## config.mk

```make
export PLATFORM = sky130hd
export DESIGN_NAME = rotary_encoder_accelerator_top_flat
export DESIGN_NICKNAME = d
export VERILOG_FILES = /design/src/rtl/rea_pkg.sv /design/src/rtl/rea_if.sv /design/src/rtl/rea_cfg_regs.sv /design/src/rtl/rea_tracker.sv /design/src/rtl/rea_out_stage.sv /design/src/rtl/rotary_encoder_accelerator_top.sv /design/src/flat_wrapper.sv
export SDC_FILE = /design/constraint.sdc
export NUM_CORES = 1
export LEC_CHECK = 0
export BUFFER_PORTS_ARGS = -buffer_cell sky130_fd_sc_hd__buf_2
export CORE_ASPECT_RATIO = 1.75
export CORE_MARGIN = 3
export CORE_UTILIZATION = 55
export DETAILED_ROUTE_END_ITERATION = 12
export GPL_TIMING_DRIVEN = 0
export PLACE_DENSITY = 0.79
export RECOVER_POWER = 50
export SYNTH_ARGS = -nofsm -noshare
export SYNTH_HDL_FRONTEND = slang
export SYNTH_HIERARCHICAL = 1
export SYNTH_SLANG_ARGS = --single-unit
```

## constraint.sdc

```tcl
create_clock -name clk_i -period 7.9 [get_ports clk_i]
set_input_delay 1.185 -clock clk_i [delete_from_list [all_inputs] [get_ports clk_i]]
set_output_delay 1.185 -clock clk_i [all_outputs]
set_load 0.03 [all_outputs]
```

## src/rtl/rea_pkg.sv

```systemverilog
// ----------------------------------------------------------------------------
// rea_pkg
// Shared types, widths, reset values and step table for the rotary encoder
// accelerator.
// ----------------------------------------------------------------------------
package rea_pkg;

  localparam int unsigned HistoryDepthDef = 4;

  localparam int unsigned PosW     = 8;
  localparam int unsigned TickW    = 16;
  localparam int unsigned IntvW    = 13;
  localparam int unsigned StepW    = 8;
  localparam int unsigned LevelW   = 2;
  localparam int unsigned CfgIdxW  = 3;
  localparam int unsigned CfgDataW = 16;

  localparam logic [PosW-1:0]  PosMinRst    = 8'd1;
  localparam logic [PosW-1:0]  PosMaxRst    = 8'd15;
  localparam logic [TickW-1:0] IdleRst      = 16'd50000;
  localparam logic [IntvW-1:0] CapRst       = 13'd5000;
  localparam logic [IntvW-1:0] FastThrRst   = 13'd200;
  localparam logic [IntvW-1:0] MediumThrRst = 13'd400;
  localparam logic [IntvW-1:0] SlowThrRst   = 13'd1000;
  localparam logic [IntvW-1:0] HistRst      = 13'd1000;
  localparam logic [PosW-1:0]  PosRst       = 8'd1;

  typedef enum logic [CfgIdxW-1:0] {
    CFG_POS_MIN    = 3'd0,
    CFG_POS_MAX    = 3'd1,
    CFG_IDLE       = 3'd2,
    CFG_CAP        = 3'd3,
    CFG_FAST_THR   = 3'd4,
    CFG_MEDIUM_THR = 3'd5,
    CFG_SLOW_THR   = 3'd6
  } cfg_reg_e;

  typedef logic [1:0] phase_t;
  localparam phase_t PhaseIdle = 2'b00;
  localparam phase_t PhaseUp   = 2'b01;
  localparam phase_t PhaseDown = 2'b10;

  typedef logic [LevelW-1:0] level_t;
  localparam level_t LevelSlow    = 2'd0;
  localparam level_t LevelMedium  = 2'd1;
  localparam level_t LevelFast    = 2'd2;
  localparam level_t LevelFastest = 2'd3;

  typedef struct packed {
    logic [PosW-1:0]  pos_min;
    logic [PosW-1:0]  pos_max;
    logic [TickW-1:0] idle_timeout;
    logic [IntvW-1:0] interval_cap;
    logic [IntvW-1:0] fast_thr;
    logic [IntvW-1:0] medium_thr;
    logic [IntvW-1:0] slow_thr;
  } cfg_t;

  typedef struct packed {
    logic signed [StepW-1:0] step;
    logic                    moved;
    logic [PosW-1:0]         position;
    level_t                  speed_level;
  } result_t;

  // Signed step for a detent, by direction and speed level.
  function automatic logic signed [StepW-1:0] step_lookup(input logic up, input level_t lvl);
    logic signed [StepW-1:0] s;
    case (lvl)
      LevelSlow:    s = up ? 8'sd1   : -8'sd1;
      LevelMedium:  s = up ? 8'sd5   : -8'sd4;
      LevelFast:    s = up ? 8'sd20  : -8'sd10;
      LevelFastest: s = up ? 8'sd100 : -8'sd50;
      default:      s = '0;
    endcase
    return s;
  endfunction

endpackage

```

## src/rtl/rea_if.sv

```systemverilog
// ----------------------------------------------------------------------------
// rea_if
// Valid/ready channels of the rotary encoder accelerator: pin samples in,
// step results out, and the configuration write channel.
// ----------------------------------------------------------------------------
interface rea_in_if;
  logic valid;
  logic ready;
  logic pin_a;
  logic pin_b;

  modport source (output valid, output pin_a, output pin_b, input ready);
  modport sink   (input valid, input pin_a, input pin_b, output ready);
endinterface

interface rea_out_if import rea_pkg::*; ();
  logic                    valid;
  logic                    ready;
  logic signed [StepW-1:0] step;
  logic                    moved;
  logic [PosW-1:0]         position;
  logic [LevelW-1:0]       speed_level;

  modport source (output valid, output step, output moved, output position,
                  output speed_level, input ready);
  modport sink   (input valid, input step, input moved, input position,
                  input speed_level, output ready);
endinterface

interface rea_cfg_if import rea_pkg::*; ();
  logic                valid;
  logic                ready;
  logic [CfgIdxW-1:0]  index;
  logic [CfgDataW-1:0] data;

  modport source (output valid, output index, output data, input ready);
  modport sink   (input valid, input index, input data, output ready);
endinterface

```

## src/rtl/rea_cfg_regs.sv

```systemverilog
// ----------------------------------------------------------------------------
// rea_cfg_regs
// Configuration register file; writes to unknown indexes are dropped.
// ----------------------------------------------------------------------------
module rea_cfg_regs import rea_pkg::*; (
  input  logic                clk_i,
  input  logic                rst_ni,
  input  logic                wr_en_i,
  input  logic [CfgIdxW-1:0]  wr_idx_i,
  input  logic [CfgDataW-1:0] wr_data_i,
  output cfg_t                cfg_o
);

  cfg_t cfg_q, cfg_d;

  always_comb begin
    cfg_d = cfg_q;
    if (wr_en_i) begin
      case (cfg_reg_e'(wr_idx_i))
        CFG_POS_MIN:    cfg_d.pos_min      = wr_data_i[PosW-1:0];
        CFG_POS_MAX:    cfg_d.pos_max      = wr_data_i[PosW-1:0];
        CFG_IDLE:       cfg_d.idle_timeout = wr_data_i[TickW-1:0];
        CFG_CAP:        cfg_d.interval_cap = wr_data_i[IntvW-1:0];
        CFG_FAST_THR:   cfg_d.fast_thr     = wr_data_i[IntvW-1:0];
        CFG_MEDIUM_THR: cfg_d.medium_thr   = wr_data_i[IntvW-1:0];
        CFG_SLOW_THR:   cfg_d.slow_thr     = wr_data_i[IntvW-1:0];
        default:        ;
      endcase
    end
  end

  always_ff @(posedge clk_i or negedge rst_ni) begin
    if (!rst_ni) begin
      cfg_q.pos_min      <= PosMinRst;
      cfg_q.pos_max      <= PosMaxRst;
      cfg_q.idle_timeout <= IdleRst;
      cfg_q.interval_cap <= CapRst;
      cfg_q.fast_thr     <= FastThrRst;
      cfg_q.medium_thr   <= MediumThrRst;
      cfg_q.slow_thr     <= SlowThrRst;
    end else begin
      cfg_q <= cfg_d;
    end
  end

  assign cfg_o = cfg_q;

endmodule

```

## src/rtl/rea_tracker.sv

```systemverilog
// ----------------------------------------------------------------------------
// rea_tracker
// Per-tick encoder state: tick counter, interval ring with running sum,
// speed level and saturating position. Result is formed in the accept cycle.
// ----------------------------------------------------------------------------
module rea_tracker import rea_pkg::*; #(
  parameter int unsigned HISTORY_DEPTH = HistoryDepthDef
) (
  input  logic    clk_i,
  input  logic    rst_ni,
  input  logic    accept_i,
  input  logic    pin_a_i,
  input  logic    pin_b_i,
  input  cfg_t    cfg_i,
  output result_t result_o
);

  localparam int unsigned SlotW = $clog2(HISTORY_DEPTH);
  // Sum of HISTORY_DEPTH intervals, each below 2**IntvW.
  localparam int unsigned SumW  = IntvW + $clog2(HISTORY_DEPTH);
  localparam logic [SumW-1:0] DepthS  = SumW'(HISTORY_DEPTH);
  localparam logic [SumW-1:0] SumRst  = SumW'(HistRst) * DepthS;

  logic [TickW-1:0] tick_q, tick_d;
  phase_t           last_q;
  logic [IntvW-1:0] hist_q [HISTORY_DEPTH];
  logic [SlotW-1:0] slot_q, slot_d;
  logic [SumW-1:0]  sum_q, sum_d;
  level_t           level_q, level_d;
  logic [PosW-1:0]  pos_q, pos_d;

  phase_t           phase;
  logic [TickW-1:0] tick_inc, tick_mid;
  logic             timeout, record, step_up, step_dn;
  logic [IntvW-1:0] interval, old_entry;
  logic [SumW-1:0]  cap_sum, base_sum, sum_new;
  level_t           level_new;

  always_comb begin
    phase    = {pin_b_i, pin_a_i};
    tick_inc = tick_q + 1'b1;
    timeout  = (tick_inc == cfg_i.idle_timeout);
    tick_mid = timeout ? '0 : tick_inc;
    record   = (phase != last_q) && (last_q == PhaseIdle);
    interval = (tick_mid > TickW'(cfg_i.interval_cap)) ? cfg_i.interval_cap
                                                       : tick_mid[IntvW-1:0];

    // On timeout every entry reads as the cap, so the sum is cap * depth.
    cap_sum   = SumW'(cfg_i.interval_cap) * DepthS;
    old_entry = timeout ? cfg_i.interval_cap : hist_q[slot_q];
    base_sum  = timeout ? cap_sum : sum_q;
    sum_new   = base_sum - SumW'(old_entry) + SumW'(interval);

    // floor(sum / D) < T  is the same test as  sum < T * D
    if (sum_new < SumW'(cfg_i.fast_thr) * DepthS) begin
      level_new = LevelFastest;
    end else if (sum_new < SumW'(cfg_i.medium_thr) * DepthS) begin
      level_new = LevelFast;
    end else if (sum_new < SumW'(cfg_i.slow_thr) * DepthS) begin
      level_new = LevelMedium;
    end else begin
      level_new = LevelSlow;
    end

    step_up = record && (phase == PhaseUp);
    step_dn = record && (phase == PhaseDown);

    tick_d = record ? '0 : tick_mid;
    slot_d = slot_q;
    if (record) begin
      slot_d = (slot_q == SlotW'(HISTORY_DEPTH - 1)) ? '0 : slot_q + 1'b1;
    end
    sum_d = record ? sum_new : (timeout ? cap_sum : sum_q);

    if (record) begin
      level_d = level_new;
    end else if (timeout) begin
      level_d = LevelSlow;
    end else begin
      level_d = level_q;
    end

    pos_d = pos_q;
    if (step_up && (pos_q < cfg_i.pos_max)) begin
      pos_d = pos_q + 1'b1;
    end else if (step_dn && (pos_q > cfg_i.pos_min)) begin
      pos_d = pos_q - 1'b1;
    end

    result_o.step        = (step_up || step_dn) ? step_lookup(step_up, level_new) : '0;
    result_o.moved       = step_up || step_dn;
    result_o.position    = pos_d;
    result_o.speed_level = level_d;
  end

  always_ff @(posedge clk_i or negedge rst_ni) begin
    if (!rst_ni) begin
      tick_q  <= '0;
      last_q  <= PhaseIdle;
      slot_q  <= '0;
      sum_q   <= SumRst;
      level_q <= LevelSlow;
      pos_q   <= PosRst;
      for (int k = 0; k < HISTORY_DEPTH; k++) begin
        hist_q[k] <= HistRst;
      end
    end else if (accept_i) begin
      tick_q  <= tick_d;
      last_q  <= phase;
      slot_q  <= slot_d;
      sum_q   <= sum_d;
      level_q <= level_d;
      pos_q   <= pos_d;
      for (int k = 0; k < HISTORY_DEPTH; k++) begin
        if (record && (slot_q == SlotW'(k))) begin
          hist_q[k] <= interval;
        end else if (timeout) begin
          hist_q[k] <= cfg_i.interval_cap;
        end
      end
    end
  end

endmodule

```

## src/rtl/rea_out_stage.sv

```systemverilog
// ----------------------------------------------------------------------------
// rea_out_stage
// Result register between the tracker and the output channel.
// ----------------------------------------------------------------------------
module rea_out_stage import rea_pkg::*; (
  input  logic    clk_i,
  input  logic    rst_ni,
  input  logic    in_valid_i,
  output logic    in_ready_o,
  input  result_t result_i,
  output logic    out_valid_o,
  input  logic    out_ready_i,
  output result_t result_o
);

  logic    valid_q, valid_d;
  result_t data_q;

  // Take a new request whenever the register is empty or being drained.
  assign in_ready_o = !valid_q || out_ready_i;

  always_comb begin
    valid_d = valid_q;
    if (in_ready_o) begin
      valid_d = in_valid_i;
    end
  end

  always_ff @(posedge clk_i or negedge rst_ni) begin
    if (!rst_ni) begin
      valid_q <= 1'b0;
    end else begin
      valid_q <= valid_d;
    end
  end

  always_ff @(posedge clk_i) begin
    if (in_ready_o && in_valid_i) begin
      data_q <= result_i;
    end
  end

  assign out_valid_o = valid_q;
  assign result_o    = data_q;

endmodule

```

## src/rtl/rotary_encoder_accelerator_top.sv

```systemverilog
// ----------------------------------------------------------------------------
// rotary_encoder_accelerator_top
// Rotary encoder decoder with speed-dependent step size.
// ----------------------------------------------------------------------------
// Each input request is one tick's sample of the encoder pins (pin_a is phase
// bit 0, pin_b bit 1); each accepted request yields exactly one result with
// the signed step, a moved flag, the saturating position and the speed level.
// Throughput is one request per clock. All per-tick work (counter, interval
// ring update, running sum, threshold compares, position update) is done in
// the cycle the request is accepted, and the result shows up in the output
// register on the next cycle. in_i.ready drops only while that register holds
// a result the consumer has not taken. The interval ring keeps a running sum,
// so the average test is a compare of the sum against threshold * depth. All
// state is ready right after reset; there is no init sweep. Configuration
// writes are always taken (cfg_i.ready is tied high) and are meant to happen
// while the block is idle; unknown register indexes are ignored.
// ----------------------------------------------------------------------------
module rotary_encoder_accelerator_top import rea_pkg::*; #(
  parameter int unsigned HISTORY_DEPTH = HistoryDepthDef
) (
  input  logic       clk_i,
  input  logic       rst_ni,
  rea_in_if.sink     in_i,
  rea_out_if.source  out_o,
  rea_cfg_if.sink    cfg_i
);

  cfg_t    cfg;
  result_t next_result;
  result_t out_result;
  logic    in_ready;
  logic    accept;

  assign cfg_i.ready = 1'b1;
  assign in_i.ready  = in_ready;
  assign accept      = in_i.valid && in_ready;

  rea_cfg_regs u_cfg (
    .clk_i     (clk_i),
    .rst_ni    (rst_ni),
    .wr_en_i   (cfg_i.valid),
    .wr_idx_i  (cfg_i.index),
    .wr_data_i (cfg_i.data),
    .cfg_o     (cfg)
  );

  rea_tracker #(
    .HISTORY_DEPTH (HISTORY_DEPTH)
  ) u_tracker (
    .clk_i    (clk_i),
    .rst_ni   (rst_ni),
    .accept_i (accept),
    .pin_a_i  (in_i.pin_a),
    .pin_b_i  (in_i.pin_b),
    .cfg_i    (cfg),
    .result_o (next_result)
  );

  rea_out_stage u_out (
    .clk_i       (clk_i),
    .rst_ni      (rst_ni),
    .in_valid_i  (in_i.valid),
    .in_ready_o  (in_ready),
    .result_i    (next_result),
    .out_valid_o (out_o.valid),
    .out_ready_i (out_o.ready),
    .result_o    (out_result)
  );

  // Fan the result register out onto the channel fields.
  assign out_o.step        = out_result.step;
  assign out_o.moved       = out_result.moved;
  assign out_o.position    = out_result.position;
  assign out_o.speed_level = out_result.speed_level;

endmodule

```

## src/flat_wrapper.sv

```systemverilog
// flat-port wrapper written by rule: the top's interface ports become plain ports
module rotary_encoder_accelerator_top_flat import rea_pkg::*;
#(
  parameter int unsigned HISTORY_DEPTH = HistoryDepthDef
)
  (clk_i, rst_ni, in_i_valid, in_i_pin_a, in_i_pin_b, in_i_ready, out_o_valid, out_o_step, out_o_moved, out_o_position, out_o_speed_level, out_o_ready, cfg_i_valid, cfg_i_index, cfg_i_data, cfg_i_ready);
  rea_in_if in_i_i ();
  rea_out_if out_o_i ();
  rea_cfg_if cfg_i_i ();
  input  logic clk_i;
  input  logic rst_ni;
  input wire logic [$bits(in_i_i.valid)-1:0] in_i_valid;
  input wire logic [$bits(in_i_i.pin_a)-1:0] in_i_pin_a;
  input wire logic [$bits(in_i_i.pin_b)-1:0] in_i_pin_b;
  output wire logic [$bits(in_i_i.ready)-1:0] in_i_ready;
  output wire logic [$bits(out_o_i.valid)-1:0] out_o_valid;
  output wire logic [$bits(out_o_i.step)-1:0] out_o_step;
  output wire logic [$bits(out_o_i.moved)-1:0] out_o_moved;
  output wire logic [$bits(out_o_i.position)-1:0] out_o_position;
  output wire logic [$bits(out_o_i.speed_level)-1:0] out_o_speed_level;
  input wire logic [$bits(out_o_i.ready)-1:0] out_o_ready;
  input wire logic [$bits(cfg_i_i.valid)-1:0] cfg_i_valid;
  input wire logic [$bits(cfg_i_i.index)-1:0] cfg_i_index;
  input wire logic [$bits(cfg_i_i.data)-1:0] cfg_i_data;
  output wire logic [$bits(cfg_i_i.ready)-1:0] cfg_i_ready;
  assign in_i_i.valid = in_i_valid;
  assign in_i_i.pin_a = in_i_pin_a;
  assign in_i_i.pin_b = in_i_pin_b;
  assign in_i_ready = in_i_i.ready;
  assign out_o_valid = out_o_i.valid;
  assign out_o_step = out_o_i.step;
  assign out_o_moved = out_o_i.moved;
  assign out_o_position = out_o_i.position;
  assign out_o_speed_level = out_o_i.speed_level;
  assign out_o_i.ready = out_o_ready;
  assign cfg_i_i.valid = cfg_i_valid;
  assign cfg_i_i.index = cfg_i_index;
  assign cfg_i_i.data = cfg_i_data;
  assign cfg_i_ready = cfg_i_i.ready;
  rotary_encoder_accelerator_top #(.HISTORY_DEPTH(HISTORY_DEPTH)) u_core (.clk_i(clk_i), .rst_ni(rst_ni), .in_i(in_i_i), .out_o(out_o_i), .cfg_i(cfg_i_i));
endmodule
```

==> results.ini <==
[outcome]
status = finished, violations left
violations = capacitance limit, slew limit, setup timing

[floorplan]
fp.dieArea_um2 = 26100
die_y_um = 212
die_x_um = 123
start_util_pct = 56.5
row_count = 74
core_area_um2 = 23500
ios = 48

[critical_path]
cp.required_ps = 8160
crit_start = u_core/u_tracker/tick_q[1]$_DFFE_PN0P_
path_class = reg2reg
crit_end = u_core/u_out/result_o[12]$_DFFE_PP_
reg2reg_depth = 36
endpoint_kind = flop
crit_slowest_cell = or4_4
r2r-end = u_core/u_out/result_o[12]$_DFFE_PP_
r2r_slack_ps = -870
arrival_ps = 9030
crit_fanout = 7
critPathLaunchType = flop
r2r_start = u_core/u_tracker/tick_q[1]$_DFFE_PN0P_
crit_path_frequent_cell = buf_4
cp_slowest_stage_delay_ps = 690

[yosys]
synthesis.area_um2 = 13300
yosysWarnings = 6
synth-async-reset-ratio_pct = 90.5
ys_ff_latch = 201
synth_ff_type = dfrtp_1
syn_inst = 1289
syn_nets = 1414
yosysMostFrequentCell = dfrtp_1
synth_top_area_share_pct = 23.2
yosys-top-cells-area = dfrtp_1 (23%), dfstp_2 (12%), mux2_2 (8.8%), ha_1 (8.1%), edfxtp_1 (4.3%)
netlist_top_cells_count = dfrtp_1 (123), mux2_2 (104), inv_1 (89), nand2_1 (89), ha_1 (86)
synth.avg_cell_area_um2 = 10.3
yosysTopAreaCell = dfrtp_1
synth_enable_flop_cells = 19
ys_types = 90
synth-seq-area-share_pct = 39.2

[global_route]
grt_pass1_vias = 11800
use_met3_pct = 5.45
met1_usage_pct = 35.7
top_usage_layer = met2
grtUsageTotal_pct = 33.0
grt_remaining_overflow = 0
use_met2_pct = 56.7
grt_first_pass_wirelength_mm = 65.4
antenna_found_initial = 0
grt_max_degree = 102

[timing]
fmax_mhz = 114
hold_violations = 0
finalSetupViolations = 11
final.setup_skew_ps = 15.2
worst_pin_slew_ps = 4610
rsz0062_at_grt = true
fin_ws_ps = -870
timing_max_transition_violations_final = 82
post-route-period-util_pct = 111
slew_headroom_pct = -207
min_period_ps = 8770

[cells_and_area]
num-fill-cells = 1611
num_antenna_cells = 0
seq_area_um2 = 5200
multi_input_area_um2 = 8190
area_growth_pct = 23.4
final_util_pct = 69.7
nNetsFinal = 1582
drive_gt1_share_pct = 36.0

[clock_network]
cts_tree = built
clkTransAtPathRegs_ps = 70
h-tree-depth = 1
cts_buffers = 21
cts.sinks = 201
cts_root_buf = clkbuf_16
clock_latency_ps = 520
holdBufCountCts = 0
clockBufferDepth = 3

[routing]
antenna_left = 0
drtIter0Drc = 1223
wl_per_cell_um = 25.7
dr.pass1.iters = 6
totalWireLength_mm = 45.6
vias = 11900
drc = 0
via_per_inst = 6.71

[placed_design]
dp_hpwl_mm = 29.3
place_congestion = 1.03
io_buffers = 46

[run]
drv_cap = 1

[min_path]
hold_path_class = reg2reg

## per-stage QoR
step / cell area, um2 / hold WS [ps] / cells / setup WS (ps) / setup TNS [ps]
CTS: 15800 / 464 / 1754 / -503 / -4380
finish: 16400 / 460 / 1774 / -870 / -8560
global placement: 14000 / 455 / 1639 / -2100 / -22720
detailed placement: 14000 / 455 / 1640 / -2180 / -23560
floorplan: 13300 / 442 / 1289 / 5.91 / 0
global route: 16400 / 489 / 1774 / -838 / -8360
## layout by cell type, fill, tap and decap left out, drive strengths merged, types with 7 or more instances in the layout
cell,n
mux2,105
a21oi,42
nand2,90
clkbuf,66
buf,184
o2bb2ai,10
mux4,13
a21o,22
a31oi,7
nand3,41
a22oi,13
ha,86
nor2b,18
nor2,76
and2,13
edfxtp,19
inv,89
a22o,11
a221o,20
dfrtp,123
o21a,8
o21ai,69
dfstp,59
nor4,10
or3,7
xor2,20
o211ai,11
fa,13
mux2i,19
nand2b,18
o31ai,7
nand4,18
xnor2,35
nor3,24
## sequential cells by signal (all words and copies together), names as in the netlist
register                  flops
u_core/u_out/out_valid_o      1
u_core/u_tracker/last_q       2
u_core/u_tracker/hist_q      52
u_core/u_cfg/cfg_o           84
u_core/u_tracker/level_q      2
u_core/u_tracker/sum_q       15
u_core/u_tracker/pos_q        8
u_core/u_out/result_o        19
u_core/u_tracker/slot_q       2
u_core/u_tracker/tick_q      16
## logic make-up (layout without fill, tap and decap cells)
kind of cell / after synthesis / count (layout) / synth area share (%)
AND/OR/NAND/NOR: 346 / 346 / 13.9
AO/OA/AOI/OAI: 283 / 283 / 15.1
flip-flops: 201 / 201 / 39.2
buffers and inverters: 167 / 348 / 5.58
multiplexers: 137 / 137 / 12.5
adder cells (fa/ha/maj): 99 / 99 / 10.1
XOR/XNOR: 55 / 55 / 3.63
other: 1 / 1 / 0.0282
## critical path, delay by kind of cell, from the launching register on
kind | cells | cell delay [ps]
buf+inv | 7 | 1050
flops | 1 | 440
fa+ha+maj | 5 | 1750
compound gates | 10 | 1810
mux | 2 | 590
simple gates | 11 | 2420
xor+xnor | 1 | 410
## metal layers
metal	vias to the layer above	wire length [um]
met5	-	0
met4	0	4660
met3	311	3450
met2	754	22500
met1	5836	15000
li1	4999	-
## cell type report
cell class,instances,area share (%)
clock inverters,9,0.588
plain buffers,74,2.87
flip-flops and latches,201,31.8
clock buffers,27,3.71
repair buffers,149,6.70
well taps,304,2.32
inverters,89,2.04
multi-input cells,921,50.0
## how the worst min path moves through the flow
stage	end	start	cells after the start	slack [ps]
final	u_core/u_tracker/hist_q[42]$_DFFE_PN1P_	u_core/u_tracker/hist_q[42]$_DFFE_PN1P_	2	460
after floorplan	u_core/u_tracker/sum_q[1]$_DFFE_PN0P_	u_core/u_tracker/sum_q[1]$_DFFE_PN0P_	2	440
after global placement	u_core/u_tracker/hist_q[45]$_DFFE_PN1P_	u_core/u_tracker/hist_q[45]$_DFFE_PN1P_	2	450
after CTS	u_core/u_tracker/hist_q[42]$_DFFE_PN1P_	u_core/u_tracker/hist_q[42]$_DFFE_PN1P_	2	460
after global routing	u_core/u_tracker/sum_q[3]$_DFFE_PN0P_	u_core/u_tracker/sum_q[3]$_DFFE_PN0P_	1	490
after detailed placement	u_core/u_tracker/hist_q[42]$_DFFE_PN1P_	u_core/u_tracker/hist_q[42]$_DFFE_PN1P_	2	460
## what timing repair did
item / CTS / global route
gates resized for setup: 100 / 87
cloned: 0 / 0
setup buffers: 82 / 25
pin swaps: 53 / 56
setup endpoints to repair: 19 / 11
Power is left out: the tool's default activity adds up to more than one toggle a clock period on the data nets, which glitch-free logic cannot reach.
